===== config.mk =====
export PLATFORM = sky130hd
export DESIGN_NAME = sha1_hash_engine_core
export DESIGN_NICKNAME = d
export VERILOG_FILES = /design/src/sha1_pkg.sv /design/src/sha1_front.sv /design/src/sha1_queue.sv /design/src/sha1_back.sv /design/src/sha1_hash_engine_core.sv
export SDC_FILE = /design/constraint.sdc
export NUM_CORES = 2
export LEC_CHECK = 0
export BUFFER_PORTS_ARGS = -buffer_cell sky130_fd_sc_hd__buf_2
export CAP_MARGIN = 30
export CORE_MARGIN = 2
export CORE_UTILIZATION = 25
export CTS_CLUSTER_SIZE = 8
export DETAILED_ROUTE_END_ITERATION = 8
export PLACE_DENSITY_LB_ADDON = 0.05
export SYNTH_ARGS = -nofsm -noshare
export SYNTH_HDL_FRONTEND = slang
export SYNTH_SLANG_ARGS = --single-unit

===== constraint.sdc =====
create_clock -name aclk -period 29.4 [get_ports aclk]
set_clock_uncertainty 0.1 [all_clocks]
set_input_delay 1.47 -clock aclk [delete_from_list [all_inputs] [get_ports aclk]]
set_output_delay 1.47 -clock aclk [all_outputs]
set_load 0.01 [all_outputs]

===== src/sha1_pkg.sv =====
// shared types and constants of the sha-1 hash engine
`default_nettype none

package sha1_pkg;

    localparam int WORD_W     = 32;
    localparam int NUM_WORDS  = 5;
    localparam int NUM_ROUNDS = 80;

    // initial hash words, h0 in the lowest slot
    localparam logic [NUM_WORDS-1:0][WORD_W-1:0] H_INIT = {
        32'hC3D2E1F0, 32'h10325476, 32'h98BADCFE, 32'hEFCDAB89, 32'h67452301
    };

    localparam logic [WORD_W-1:0] K_00 = 32'h5A827999;
    localparam logic [WORD_W-1:0] K_20 = 32'h6ED9EBA1;
    localparam logic [WORD_W-1:0] K_40 = 32'h8F1BBCDC;
    localparam logic [WORD_W-1:0] K_60 = 32'hCA62C1D6;

    localparam logic [7:0] PAD_MARK       = 8'h80;
    localparam logic [5:0] LEN_POS        = 6'd56;   // 448 bits into a 512-bit block
    localparam logic [5:0] BLOCK_LAST_POS = 6'd63;

    localparam logic ACT_ABSORB = 1'b0;
    localparam logic ACT_FINISH = 1'b1;

    localparam logic [2:0] WORD_LAST = 3'd4;

    typedef struct packed {
        logic       finish;
        logic [7:0] data;
    } cmd_t;

endpackage

`default_nettype wire


===== src/sha1_front.sv =====
// input stage: takes stream items and turns them into engine commands
`default_nettype none

module sha1_front (
    input  wire                 aclk,
    input  wire                 aresetn,
    input  wire                 s_tvalid,
    output logic                s_tready,
    input  wire  [7:0]          s_tdata,   // [7:0] data_byte
    input  wire  [0:0]          s_tuser,   // [0] action
    output logic                cmd_valid,
    input  wire                 cmd_ready,
    output sha1_pkg::cmd_t      cmd
);

    logic           hold_valid_reg;
    logic           hold_valid_next;
    sha1_pkg::cmd_t hold_cmd_reg;
    sha1_pkg::cmd_t hold_cmd_next;
    logic           take;

    assign s_tready  = !hold_valid_reg || cmd_ready;
    assign take      = s_tvalid && s_tready;
    assign cmd_valid = hold_valid_reg;
    assign cmd       = hold_cmd_reg;

    always_comb begin
        hold_valid_next = hold_valid_reg;
        hold_cmd_next   = hold_cmd_reg;
        if (take) begin
            hold_valid_next      = 1'b1;
            hold_cmd_next.finish = (s_tuser[0] == sha1_pkg::ACT_FINISH);
            // a finish item carries no message byte
            hold_cmd_next.data   = (s_tuser[0] == sha1_pkg::ACT_FINISH) ? 8'h00 : s_tdata;
        end else if (cmd_ready) begin
            hold_valid_next = 1'b0;
        end
    end

    always_ff @(posedge aclk) begin
        if (!aresetn) begin
            hold_valid_reg <= 1'b0;
        end else begin
            hold_valid_reg <= hold_valid_next;
        end
    end

    always_ff @(posedge aclk) begin
        hold_cmd_reg <= hold_cmd_next;
    end

endmodule

`default_nettype wire


===== src/sha1_queue.sv =====
// command queue between the input stage and the hash engine
`default_nettype none

module sha1_queue #(
    parameter int DEPTH = 4
) (
    input  wire                 aclk,
    input  wire                 aresetn,
    input  wire                 in_valid,
    output logic                in_ready,
    input  sha1_pkg::cmd_t      in_cmd,
    output logic                out_valid,
    input  wire                 out_ready,
    output sha1_pkg::cmd_t      out_cmd
);

    localparam int PTR_W = (DEPTH > 1) ? $clog2(DEPTH) : 1;
    localparam int CNT_W = $clog2(DEPTH + 1);

    sha1_pkg::cmd_t   slots_reg [DEPTH];
    logic [PTR_W-1:0] wr_ptr_reg;
    logic [PTR_W-1:0] wr_ptr_next;
    logic [PTR_W-1:0] rd_ptr_reg;
    logic [PTR_W-1:0] rd_ptr_next;
    logic [CNT_W-1:0] count_reg;
    logic [CNT_W-1:0] count_next;
    logic             push;
    logic             pop;

    assign in_ready  = (count_reg != CNT_W'(DEPTH));
    assign out_valid = (count_reg != '0);
    assign out_cmd   = slots_reg[rd_ptr_reg];
    assign push      = in_valid && in_ready;
    assign pop       = out_valid && out_ready;

    always_comb begin
        wr_ptr_next = wr_ptr_reg;
        rd_ptr_next = rd_ptr_reg;
        count_next  = count_reg;
        if (push) begin
            wr_ptr_next = (wr_ptr_reg == PTR_W'(DEPTH - 1)) ? '0 : wr_ptr_reg + 1'b1;
        end
        if (pop) begin
            rd_ptr_next = (rd_ptr_reg == PTR_W'(DEPTH - 1)) ? '0 : rd_ptr_reg + 1'b1;
        end
        case ({push, pop})
            2'b10:   count_next = count_reg + 1'b1;
            2'b01:   count_next = count_reg - 1'b1;
            default: count_next = count_reg;
        endcase
    end

    always_ff @(posedge aclk) begin
        if (!aresetn) begin
            wr_ptr_reg <= '0;
            rd_ptr_reg <= '0;
            count_reg  <= '0;
        end else begin
            wr_ptr_reg <= wr_ptr_next;
            rd_ptr_reg <= rd_ptr_next;
            count_reg  <= count_next;
        end
    end

    always_ff @(posedge aclk) begin
        if (push) begin
            slots_reg[wr_ptr_reg] <= in_cmd;
        end
    end

    a_count_bound: assert property (@(posedge aclk) disable iff (!aresetn)
        count_reg <= CNT_W'(DEPTH))
        else $error("queue count above depth");

endmodule

`default_nettype wire


===== src/sha1_back.sv =====
// hash engine: byte packing, padding sequencer, 80-round compression, digest output
`default_nettype none

module sha1_back (
    input  wire                 aclk,
    input  wire                 aresetn,
    input  wire                 q_valid,
    output logic                q_ready,
    input  sha1_pkg::cmd_t      q_cmd,
    output logic                m_tvalid,
    input  wire                 m_tready,
    output logic [31:0]         m_tdata,   // [31:0] digest_word
    output logic [2:0]          m_tuser,   // [2:0] word_index
    output logic                m_tlast    // last_word
);

    localparam logic [2:0] ST_IDLE  = 3'd0;
    localparam logic [2:0] ST_PAD   = 3'd1;
    localparam logic [2:0] ST_ROUND = 3'd2;
    localparam logic [2:0] ST_ADD   = 3'd3;
    localparam logic [2:0] ST_OUT   = 3'd4;

    localparam logic [1:0] PH_MARK = 2'd0;
    localparam logic [1:0] PH_ZERO = 2'd1;
    localparam logic [1:0] PH_LEN  = 2'd2;

    localparam logic [6:0] RND_20   = 7'd20;
    localparam logic [6:0] RND_40   = 7'd40;
    localparam logic [6:0] RND_60   = 7'd60;
    localparam logic [6:0] RND_LAST = 7'(sha1_pkg::NUM_ROUNDS - 1);

    logic [2:0]   state_reg,     state_next;
    logic [1:0]   phase_reg,     phase_next;
    logic         pad_run_reg,   pad_run_next;
    logic         done_reg,      done_next;
    logic [6:0]   round_reg,     round_next;
    logic [2:0]   out_idx_reg,   out_idx_next;
    logic [63:0]  bit_count_reg, bit_count_next;
    logic [sha1_pkg::NUM_WORDS-1:0][31:0] hash_reg, hash_next;
    logic         m_valid_reg,   m_valid_next;

    // 64-byte window, oldest byte in the top bits; shifts by bytes while
    // absorbing and by words while expanding the schedule
    logic [511:0] blk_reg,       blk_next;
    logic [63:0]  len_reg,       len_next;
    logic [31:0]  a_reg, b_reg, c_reg, d_reg, e_reg;
    logic [31:0]  a_next, b_next, c_next, d_next, e_next;
    logic [31:0]  m_data_reg,    m_data_next;
    logic [2:0]   m_index_reg,   m_index_next;
    logic         m_last_reg,    m_last_next;

    logic [5:0]   pos;
    logic         take_cmd;
    logic         len_sel;
    logic [7:0]   len_byte;
    logic [7:0]   pad_byte;
    logic         absorb_en;
    logic [7:0]   absorb_byte;
    logic         block_full;
    logic         out_load;
    logic [31:0]  f_val;
    logic [31:0]  k_val;
    logic [31:0]  w_cur;
    logic [31:0]  w_mix;
    logic [31:0]  w_new;
    logic [31:0]  tmp;

    assign pos      = bit_count_reg[8:3];
    assign q_ready  = (state_reg == ST_IDLE);
    assign take_cmd = q_valid && q_ready;

    // length bytes go out most significant first at positions 56..63
    assign len_sel  = (phase_reg == PH_LEN) ||
                      ((phase_reg == PH_ZERO) && (pos == sha1_pkg::LEN_POS));
    assign len_byte = len_reg[{~pos[2:0], 3'b000} +: 8];
    assign pad_byte = (phase_reg == PH_MARK) ? sha1_pkg::PAD_MARK :
                      (len_sel ? len_byte : 8'h00);

    assign absorb_en   = (take_cmd && !q_cmd.finish) || (state_reg == ST_PAD);
    assign absorb_byte = (state_reg == ST_PAD) ? pad_byte : q_cmd.data;
    assign block_full  = absorb_en && (pos == sha1_pkg::BLOCK_LAST_POS);

    assign out_load = (state_reg == ST_OUT) && (!m_valid_reg || m_tready);

    // round function
    always_comb begin
        if (round_reg < RND_20) begin
            f_val = (b_reg & c_reg) | (~b_reg & d_reg);
            k_val = sha1_pkg::K_00;
        end else if (round_reg < RND_40) begin
            f_val = b_reg ^ c_reg ^ d_reg;
            k_val = sha1_pkg::K_20;
        end else if (round_reg < RND_60) begin
            f_val = (b_reg & c_reg) | (b_reg & d_reg) | (c_reg & d_reg);
            k_val = sha1_pkg::K_40;
        end else begin
            f_val = b_reg ^ c_reg ^ d_reg;
            k_val = sha1_pkg::K_60;
        end
    end

    assign w_cur = blk_reg[511:480];
    assign w_mix = blk_reg[511:480] ^ blk_reg[447:416] ^ blk_reg[255:224] ^ blk_reg[95:64];
    assign w_new = {w_mix[30:0], w_mix[31]};
    assign tmp   = {a_reg[26:0], a_reg[31:27]} + f_val + e_reg + k_val + w_cur;

    always_comb begin
        state_next     = state_reg;
        phase_next     = phase_reg;
        pad_run_next   = pad_run_reg;
        done_next      = done_reg;
        round_next     = round_reg;
        out_idx_next   = out_idx_reg;
        bit_count_next = bit_count_reg;
        hash_next      = hash_reg;
        blk_next       = blk_reg;
        len_next       = len_reg;
        a_next         = a_reg;
        b_next         = b_reg;
        c_next         = c_reg;
        d_next         = d_reg;
        e_next         = e_reg;
        m_data_next    = m_data_reg;
        m_index_next   = m_index_reg;
        m_last_next    = m_last_reg;
        m_valid_next   = m_valid_reg;

        if (m_valid_reg && m_tready) begin
            m_valid_next = 1'b0;
        end

        unique case (state_reg)
            ST_IDLE: begin
                if (take_cmd && q_cmd.finish) begin
                    len_next     = bit_count_reg;
                    phase_next   = PH_MARK;
                    pad_run_next = 1'b1;
                    state_next   = ST_PAD;
                end
            end
            ST_PAD: begin
                if (phase_reg == PH_MARK) begin
                    phase_next = PH_ZERO;
                end else if (len_sel) begin
                    phase_next = PH_LEN;
                end
                if (len_sel && (pos == sha1_pkg::BLOCK_LAST_POS)) begin
                    done_next = 1'b1;
                end
            end
            ST_ROUND: begin
                a_next   = tmp;
                b_next   = a_reg;
                c_next   = {b_reg[1:0], b_reg[31:2]};
                d_next   = c_reg;
                e_next   = d_reg;
                blk_next = {blk_reg[479:0], w_new};
                if (round_reg == RND_LAST) begin
                    round_next = '0;
                    state_next = ST_ADD;
                end else begin
                    round_next = round_reg + 7'd1;
                end
            end
            ST_ADD: begin
                hash_next[0] = hash_reg[0] + a_reg;
                hash_next[1] = hash_reg[1] + b_reg;
                hash_next[2] = hash_reg[2] + c_reg;
                hash_next[3] = hash_reg[3] + d_reg;
                hash_next[4] = hash_reg[4] + e_reg;
                if (done_reg) begin
                    state_next = ST_OUT;
                end else if (pad_run_reg) begin
                    state_next = ST_PAD;
                end else begin
                    state_next = ST_IDLE;
                end
            end
            ST_OUT: begin
                if (out_load) begin
                    m_valid_next = 1'b1;
                    m_data_next  = hash_reg[out_idx_reg];
                    m_index_next = out_idx_reg;
                    m_last_next  = (out_idx_reg == sha1_pkg::WORD_LAST);
                    if (out_idx_reg == sha1_pkg::WORD_LAST) begin
                        out_idx_next   = '0;
                        hash_next      = sha1_pkg::H_INIT;
                        bit_count_next = '0;
                        pad_run_next   = 1'b0;
                        done_next      = 1'b0;
                        state_next     = ST_IDLE;
                    end else begin
                        out_idx_next = out_idx_reg + 3'd1;
                    end
                end
            end
            default: begin
                state_next = ST_IDLE;
            end
        endcase

        // shared byte path for message and padding bytes
        if (absorb_en) begin
            blk_next       = {blk_reg[503:0], absorb_byte};
            bit_count_next = bit_count_reg + 64'd8;
            if (block_full) begin
                state_next = ST_ROUND;
                round_next = '0;
                a_next     = hash_reg[0];
                b_next     = hash_reg[1];
                c_next     = hash_reg[2];
                d_next     = hash_reg[3];
                e_next     = hash_reg[4];
            end
        end
    end

    always_ff @(posedge aclk) begin
        if (!aresetn) begin
            state_reg     <= ST_IDLE;
            phase_reg     <= PH_MARK;
            pad_run_reg   <= 1'b0;
            done_reg      <= 1'b0;
            round_reg     <= '0;
            out_idx_reg   <= '0;
            bit_count_reg <= '0;
            hash_reg      <= sha1_pkg::H_INIT;
            m_valid_reg   <= 1'b0;
        end else begin
            state_reg     <= state_next;
            phase_reg     <= phase_next;
            pad_run_reg   <= pad_run_next;
            done_reg      <= done_next;
            round_reg     <= round_next;
            out_idx_reg   <= out_idx_next;
            bit_count_reg <= bit_count_next;
            hash_reg      <= hash_next;
            m_valid_reg   <= m_valid_next;
        end
    end

    always_ff @(posedge aclk) begin
        blk_reg     <= blk_next;
        len_reg     <= len_next;
        a_reg       <= a_next;
        b_reg       <= b_next;
        c_reg       <= c_next;
        d_reg       <= d_next;
        e_reg       <= e_next;
        m_data_reg  <= m_data_next;
        m_index_reg <= m_index_next;
        m_last_reg  <= m_last_next;
    end

    assign m_tvalid = m_valid_reg;
    assign m_tdata  = m_data_reg;
    assign m_tuser  = m_index_reg;
    assign m_tlast  = m_last_reg;

    a_round_bound: assert property (@(posedge aclk) disable iff (!aresetn)
        round_reg <= RND_LAST)
        else $error("round counter past last round");

    a_block_aligned: assert property (@(posedge aclk) disable iff (!aresetn)
        (state_reg == ST_ROUND || state_reg == ST_ADD) |-> (pos == 6'd0))
        else $error("compression running on a partial block");

    a_idle_clean: assert property (@(posedge aclk) disable iff (!aresetn)
        (state_reg == ST_IDLE) |-> (!done_reg && !pad_run_reg && round_reg == 7'd0))
        else $error("idle with padding or rounds pending");

    a_last_index: assert property (@(posedge aclk) disable iff (!aresetn)
        (m_valid_reg && m_last_reg) |-> (m_index_reg == sha1_pkg::WORD_LAST))
        else $error("last flag on a word other than h4");

endmodule

`default_nettype wire


===== src/sha1_hash_engine_core.sv =====
// top level of the streaming sha-1 hash engine
//
//  channel | dir | tdata                  | tuser             | tlast
//  s_      | in  | [7:0] data_byte        | [0] action        | -
//  m_      | out | [31:0] digest_word     | [2:0] word_index  | last_word
//
// a message byte is absorbed into the block window; each full 64-byte block then
// runs 80 rounds on the single round unit and a fold into h0..h4
// a finish item adds 9 to 72 padding bytes, runs one or two block compressions,
// and then puts out five words, one per cycle while m_tready stays high
// synchronous active-low reset returns h0..h4 to the initial values and
// clears the bit count; the command queue lets input items pile up while
// the engine compresses or waits on the output
`default_nettype none

module sha1_hash_engine_core #(
    parameter int QUEUE_DEPTH = 4
) (
    input  wire         aclk,
    input  wire         aresetn,
    input  wire         s_tvalid,
    output logic        s_tready,
    input  wire  [7:0]  s_tdata,   // [7:0] data_byte
    input  wire  [0:0]  s_tuser,   // [0] action
    output logic        m_tvalid,
    input  wire         m_tready,
    output logic [31:0] m_tdata,   // [31:0] digest_word
    output logic [2:0]  m_tuser,   // [2:0] word_index
    output logic        m_tlast
);

    logic           fr_valid;
    logic           fr_ready;
    sha1_pkg::cmd_t fr_cmd;
    logic           q_valid;
    logic           q_ready;
    sha1_pkg::cmd_t q_cmd;

    sha1_front u_front (
        .aclk      (aclk),
        .aresetn   (aresetn),
        .s_tvalid  (s_tvalid),
        .s_tready  (s_tready),
        .s_tdata   (s_tdata),
        .s_tuser   (s_tuser),
        .cmd_valid (fr_valid),
        .cmd_ready (fr_ready),
        .cmd       (fr_cmd)
    );

    sha1_queue #(
        .DEPTH (QUEUE_DEPTH)
    ) u_queue (
        .aclk      (aclk),
        .aresetn   (aresetn),
        .in_valid  (fr_valid),
        .in_ready  (fr_ready),
        .in_cmd    (fr_cmd),
        .out_valid (q_valid),
        .out_ready (q_ready),
        .out_cmd   (q_cmd)
    );

    sha1_back u_back (
        .aclk     (aclk),
        .aresetn  (aresetn),
        .q_valid  (q_valid),
        .q_ready  (q_ready),
        .q_cmd    (q_cmd),
        .m_tvalid (m_tvalid),
        .m_tready (m_tready),
        .m_tdata  (m_tdata),
        .m_tuser  (m_tuser),
        .m_tlast  (m_tlast)
    );

endmodule

`default_nettype wire


# Word-level counts from Yosys, hierarchy flattened
# Memories as Yosys holds them, arrays and structs flattened. A register that Yosys moved wholly into a read port is not among the register bits.
# Index checks and enable logic that the tools add are counted.
# W data, S select, Z words.
# totals
inputBits,13
output_inout_bits,38
register_bits,1031
word_cells,193
n_memories,1
mem_bits_rw,36
# mem_list
memory,depth,width,read_ports,rd_clocked_by_memory_dff,wr,line_no,text
u_queue.slots_reg,4,9,1,1,1,sha1_queue.sv:20,sha1_pkg::cmd_t slots_reg [DEPTH];
# classes
magnitude_cmp,4
shift,1
add_sub_neg,16
n_bitwise,14
n_reduce_logical,37
mux,71
eq_ne,20
# ops
operator,count
$mux W512,2
$mux W32,21
$mux W160,2
$pmux W160 S2,1
$add A32 B32 Y32,9
$mux W64,4
$xor A32 B32 Y32,5
$and A32 B32 Y32,4
$bmux W32 S3,1
$or A32 B32 Y32,3
$add A64 B4 Y64 const B,1
$shiftx A64 B7 Y8,1
$not A32 Y32,1
$mux W31,1
$mux W7,4
$mux W3,8
$mux W8,3
$reduce_bool A2 Y1,10
$pmux W3 S5,1
$lt A7 B6 Y1 const B,2
$mux W2,7
$eq A6 B6 Y1 const B,2
$mux W1,12
$logic_and A1 B1 Y1,10
28 further kinds,48

# Logic depth before layout (Yosys ltp)
# logic_depth
ltp_word,13
mapped_depth,28

# By module
# From an unflattened synthesis, not the netlist that was laid out.
# unflattened
hier_cells,6256
area_unflattened_um2,57585.2
# by_module_without_submodules
mod,n_inst,seq_area_each_um2,cells_each,area_each_um2
sha1_back,1,26275.2,6131,55410.6
sha1_queue,1,1261.2,103,1796.7
sha1_front,1,290.3,22,377.9

# Worst setup path after synthesis
# No wires, ideal clock.
# synth_timing
path_kind,register to register
startpoint,register (tool-made name)
endpoint,"register u_back.blk_reg[0], enable pin"
required_ns,25.653
arrival_time_ns,10.084
stages_incl_launch_ff,8
path_slack_ns,15.570
setup_ns,3.647
path_cell_list,dfxtp_1 clkbuf_1 mux4_2 nor3_2 nor2_1 clkbuf_1 clkbuf_1 nand2_1
# synth_rtl
element,line_no,text
to (signal assigned),sha1_back.sv:243,blk_reg <= blk_next;
to (decl),sha1_back.sv:44,"logic [511:0] blk_reg, blk_next;"

# Worst setup path after layout
# layout_timing
startpoint,register u_back.round_reg[4]
endpoint,register u_back.a_reg[29]
# layout_between
elab_chain_len,11
# layout_rtl
element,line_no,text
from (decl),sha1_back.sv:36,"logic [6:0] round_reg, round_next;"
from (signal assigned),sha1_back.sv:234,round_reg <= round_next;
$lt A7 B6 Y1,sha1_back.sv:93,end else if (round_reg < RND_60) begin
$mux W32,sha1_back.sv:93,
$mux W32,sha1_back.sv:90,end else if (round_reg < RND_40) begin
$mux W32,sha1_back.sv:87,if (round_reg < RND_20) begin
$add A32 B32 Y32 (2 in a row),sha1_back.sv:105,"assign tmp = {a_reg[26:0], a_reg[31:27]} + f_val + e_reg + k_val + w_cur;"
$add A32 B32 Y32 * (2 in a row),sha1_back.sv:105,
$mux W32 *,sha1_back.sv:132,unique case (state_reg)
$mux W32,sha1_back.sv:206,if (block_full) begin
$mux W32 *,sha1_back.sv:203,if (absorb_en) begin
via u_back.a_next[29],sha1_back.sv:47,"logic [31:0] a_next, b_next, c_next, d_next, e_next;"
to (signal assigned),sha1_back.sv:245,a_reg <= a_next;
to (decl),sha1_back.sv:46,"logic [31:0] a_reg, b_reg, c_reg, d_reg, e_reg;"
# The timed path passes the listed nets; every way through them passes the cells marked *.
# A chain may end at the register's enable or synchronous reset.

==> impl_metrics.json <==
{
  "wl_per_cell_um": 21.1,
  "path_buf_inv": 4,
  "cts_hold_buffers": 0,
  "min-delay-start": "u_back.bit_count_reg[50]",
  "synth_area_leaders": "edfxtp_1 (34%), dfxtp_1 (14%), nand2_1 (13%)",
  "cts_made_buffers": 155,
  "syn_area_um2": 57500,
  "chipHeight_um": 483,
  "grt_pass1_wl_um": 294000,
  "crit_path_max_fanout": 35,
  "reg2reg_slack_ns": 22.07,
  "power.static_leakage_uw": 0.0267,
  "rr_worst_depth": 24,
  "drc": 0,
  "finalWeightedCongestion": 0.803,
  "slew_viol_final": 0,
  "die_w_um": 483,
  "hold_class": "flop to flop",
  "min_to": "u_back.len_reg[50]",
  "tightest_slew_ns": 1.04,
  "largest_reg_flops": 512,
  "track_usage": 0.165,
  "clockBufferDepth": 3,
  "syn_to_final_growth_pct": 14.4,
  "crit_type": "flop to flop",
  "synth_top_area_frac": 0.342,
  "critical_path.top_delay_family": "compound AO/OA/AOI/OAI gates",
  "crit_path_end_kind": "flop",
  "row_count": 175,
  "ant_nets": 0,
  "powerDensity_nw_per_um2": 107,
  "synth_seq_area_share": 0.484,
  "vias": 43292,
  "status": "finished clean",
  "crit_slowest_cell": "a41oi_1",
  "grt_pass1_vias": 43720,
  "fmax_mhz": 136,
  "cts_setup_buffers": 0,
  "initial_core_util": 0.252,
  "grt-ovfl-total": 0,
  "antenna_found_initial": 3,
  "cpPeakStageDelay_ns": 0.62,
  "regToRegStartpoint": "u_back.round_reg[4]",
  "ys.warnings.count": 0,
  "synthCells": 6184,
  "yosys.area.top_type": "edfxtp_1",
  "ys.flop_type": "edfxtp_1",
  "drive_above_1_share": 0.0656,
  "ir_worst_vdd_v": 0.0000966,
  "final-setup-viol-count": 0,
  "fin_crit_ns": 7.33,
  "clkLatencyLatePin_ns": 0.81,
  "drtPass1Iterations": 6,
  "numClockSinks": 1063,
  "clkTransAtPathRegs_ns": 0.06,
  "fin_setup_tns_ns": 0,
  "htree_levels": 4,
  "async_flop_share": 0,
  "critical_path_required_ns": 29.94,
  "reg2reg_to": "u_back.a_reg[29]",
  "cp.arrival_ns": 7.87,
  "syn_area_per_cell_um2": 9.29,
  "crit_path_start_kind": "flop",
  "final_hold_viol_count": 0,
  "hpwl_um": 134000,
  "io_pins": 51,
  "avgViaCountPerCell": 4.67,
  "hold-path-cell-count": 0,
  "grt_max_degree": 167,
  "n_fill_cell": 24000,
  "synth.distinct_cells": 84,
  "portBuffers": 50,
  "crit_chain": "a41oi_1, inv_1, nor2_1, clkinv_1, buf_4, nand2_1, buf_4, nor2_1, nor2_1, fa_1, fa_1, fa_1, ha_1, a21oi_1, nand2_1, a21o_1, a21o_1, a221o_1, o41ai_1, o21ai_0, a21oi_1, o21bai_1, xnor2_1, o21ai_0",
  "rsz0062_at_grt": "false",
  "power_uw": 7050,
  "synth-seq-cells": 1063,
  "cts_resized": 0,
  "drt_iter0_drc": 2718,
  "finalWirelength_um": 196000,
  "cts_root_buffer": "clkbuf_16",
  "cap_violations": 0,
  "fin_nets": 6525,
  "core-area_um2": 228000,
  "synth-edff-count": 654,
  "die-area_um2": 234000,
  "synth.net_count": 6553,
  "slew_headroom": 0.307,
  "final.period_utilization": 0.249,
  "cts_tree": "built"
}
[worst max path at each step]
stage / start / end / slack (ns) / cells after the start
3_5_place_dp: u_back.round_reg[4] / u_back.a_reg[29] / 21.99 / 24
2_1_floorplan: flop / u_back.blk_reg[0] / 15.57 / 7
3_3_place_gp: u_back.round_reg[4] / u_back.a_reg[29] / 22.09 / 24
6_report: u_back.round_reg[4] / u_back.a_reg[29] / 22.07 / 24
5_1_grt: u_back.round_reg[4] / u_back.a_reg[29] / 21.48 / 24
4_1_cts: u_back.round_reg[4] / u_back.a_reg[29] / 21.97 / 24
[per-stage QoR]
stage                util  hold slack, ns  cells  setup WS [ns]  cell area [um^2]
finish              0.288           0.377   9262          22.07             65700
global route        0.288           0.394   9260          21.48             65700
CTS                 0.288           0.378   9257          21.97             65600
detailed placement  0.268           0.364   9006          21.99             61100
global placement    0.267           0.360   8997          22.09             60800
floorplan               -           0.303   6184          15.57             57500
[cell usage in the layout (no fill, tap or decap), types with 94 or more instances in the layout]
master / instances
edfxtp_1: 654
o21ai_0: 299
clkbuf_16: 157
ha_1: 231
a31oi_1: 148
dfxtp_1: 406
xnor2_1: 187
inv_1: 245
nand3_1: 120
nand2_1: 1911
fa_1: 125
nor2_1: 383
a21oi_1: 206
nor2b_1: 94
[cells by family (layout without fill, tap and decap cells)]
logic type / after synthesis / after routing / synth area share
adder cells (fa/ha/maj): 356 / 356 / 0.0939
AND/OR/NAND/NOR: 2838 / 2838 / 0.207
flip-flops: 1063 / 1063 / 0.484
buffers and inverters: 550 / 616 / 0.0367
XOR/XNOR: 262 / 262 / 0.0399
multiplexers: 73 / 73 / 0.0246
AO/OA/AOI/OAI: 1042 / 1042 / 0.114
other: 0 / 3 / 0
[cell type report]
type / count / area [um^2] / share of cell area
Timing Repair Buffer: 118 / 1020 / 0.0155
Multi-Input combinational cell: 4571 / 27600 / 0.420
Tap cell: 3009 / 3760 / 0.0573
Clock inverter: 19 / 308 / 0.00468
Sequential cell: 1063 / 27800 / 0.424
Clock buffer: 232 / 4250 / 0.0647
Inverter: 247 / 927 / 0.0141
Antenna cell: 3 / 7.51 / 0.000114
[per-layer routing]
metal / vias up / wire length, um / GRT usage
met3: 214 / 5600 / 0.0211
met4: 0 / 3700 / 0.0398
met2: 573 / 90100 / 0.268
met1: 21343 / 96300 / 0.233
met5: - / 0 / 0
li1: 21162 / - / -
[power by group]
group          switching [uW]  internal, uW
clock                     738          1010
sequential                349          2440
combinational            1660           857
total                    2750          4310
[Yosys cell counts (22+ instances only)]
master / n
nand2_1: 1918
edfxtp_1: 654
dfxtp_1: 409
nor2_1: 386
o21ai_0: 299
clkbuf_1: 261
inv_1: 246
ha_1: 231
a21oi_1: 206
xnor2_1: 187
a31oi_1: 148
fa_1: 125
nand3_1: 120
nor2b_1: 94
a21o_1: 89
xor2_1: 75
and2_1: 72
nor3_1: 57
mux4_2: 54
and3_1: 53
o21a_1: 41
nand2b_1: 30
a21boi_0: 29
o22ai_1: 26
buf_2: 25
or3_1: 23
nand4_1: 22
o32ai_1: 22
[worst reg2reg max path: stages (launching register included)]
cell	delay, ns
dfxtp_1	0.39
a41oi_1	0.62
inv_1	0.34
nor2_1	0.29
clkinv_1	0.09
buf_4	0.31
nand2_1	0.17
buf_4	0.40
nor2_1	0.12
nor2_1	0.14
fa_1	0.45
fa_1	0.52
fa_1	0.42
ha_1	0.36
a21oi_1	0.26
nand2_1	0.08
a21o_1	0.20
a21o_1	0.19
a221o_1	0.38
o41ai_1	0.59
o21ai_0	0.29
a21oi_1	0.20
o21bai_1	0.09
xnor2_1	0.13
o21ai_0	0.08
(Power assumes the default switching activity.)
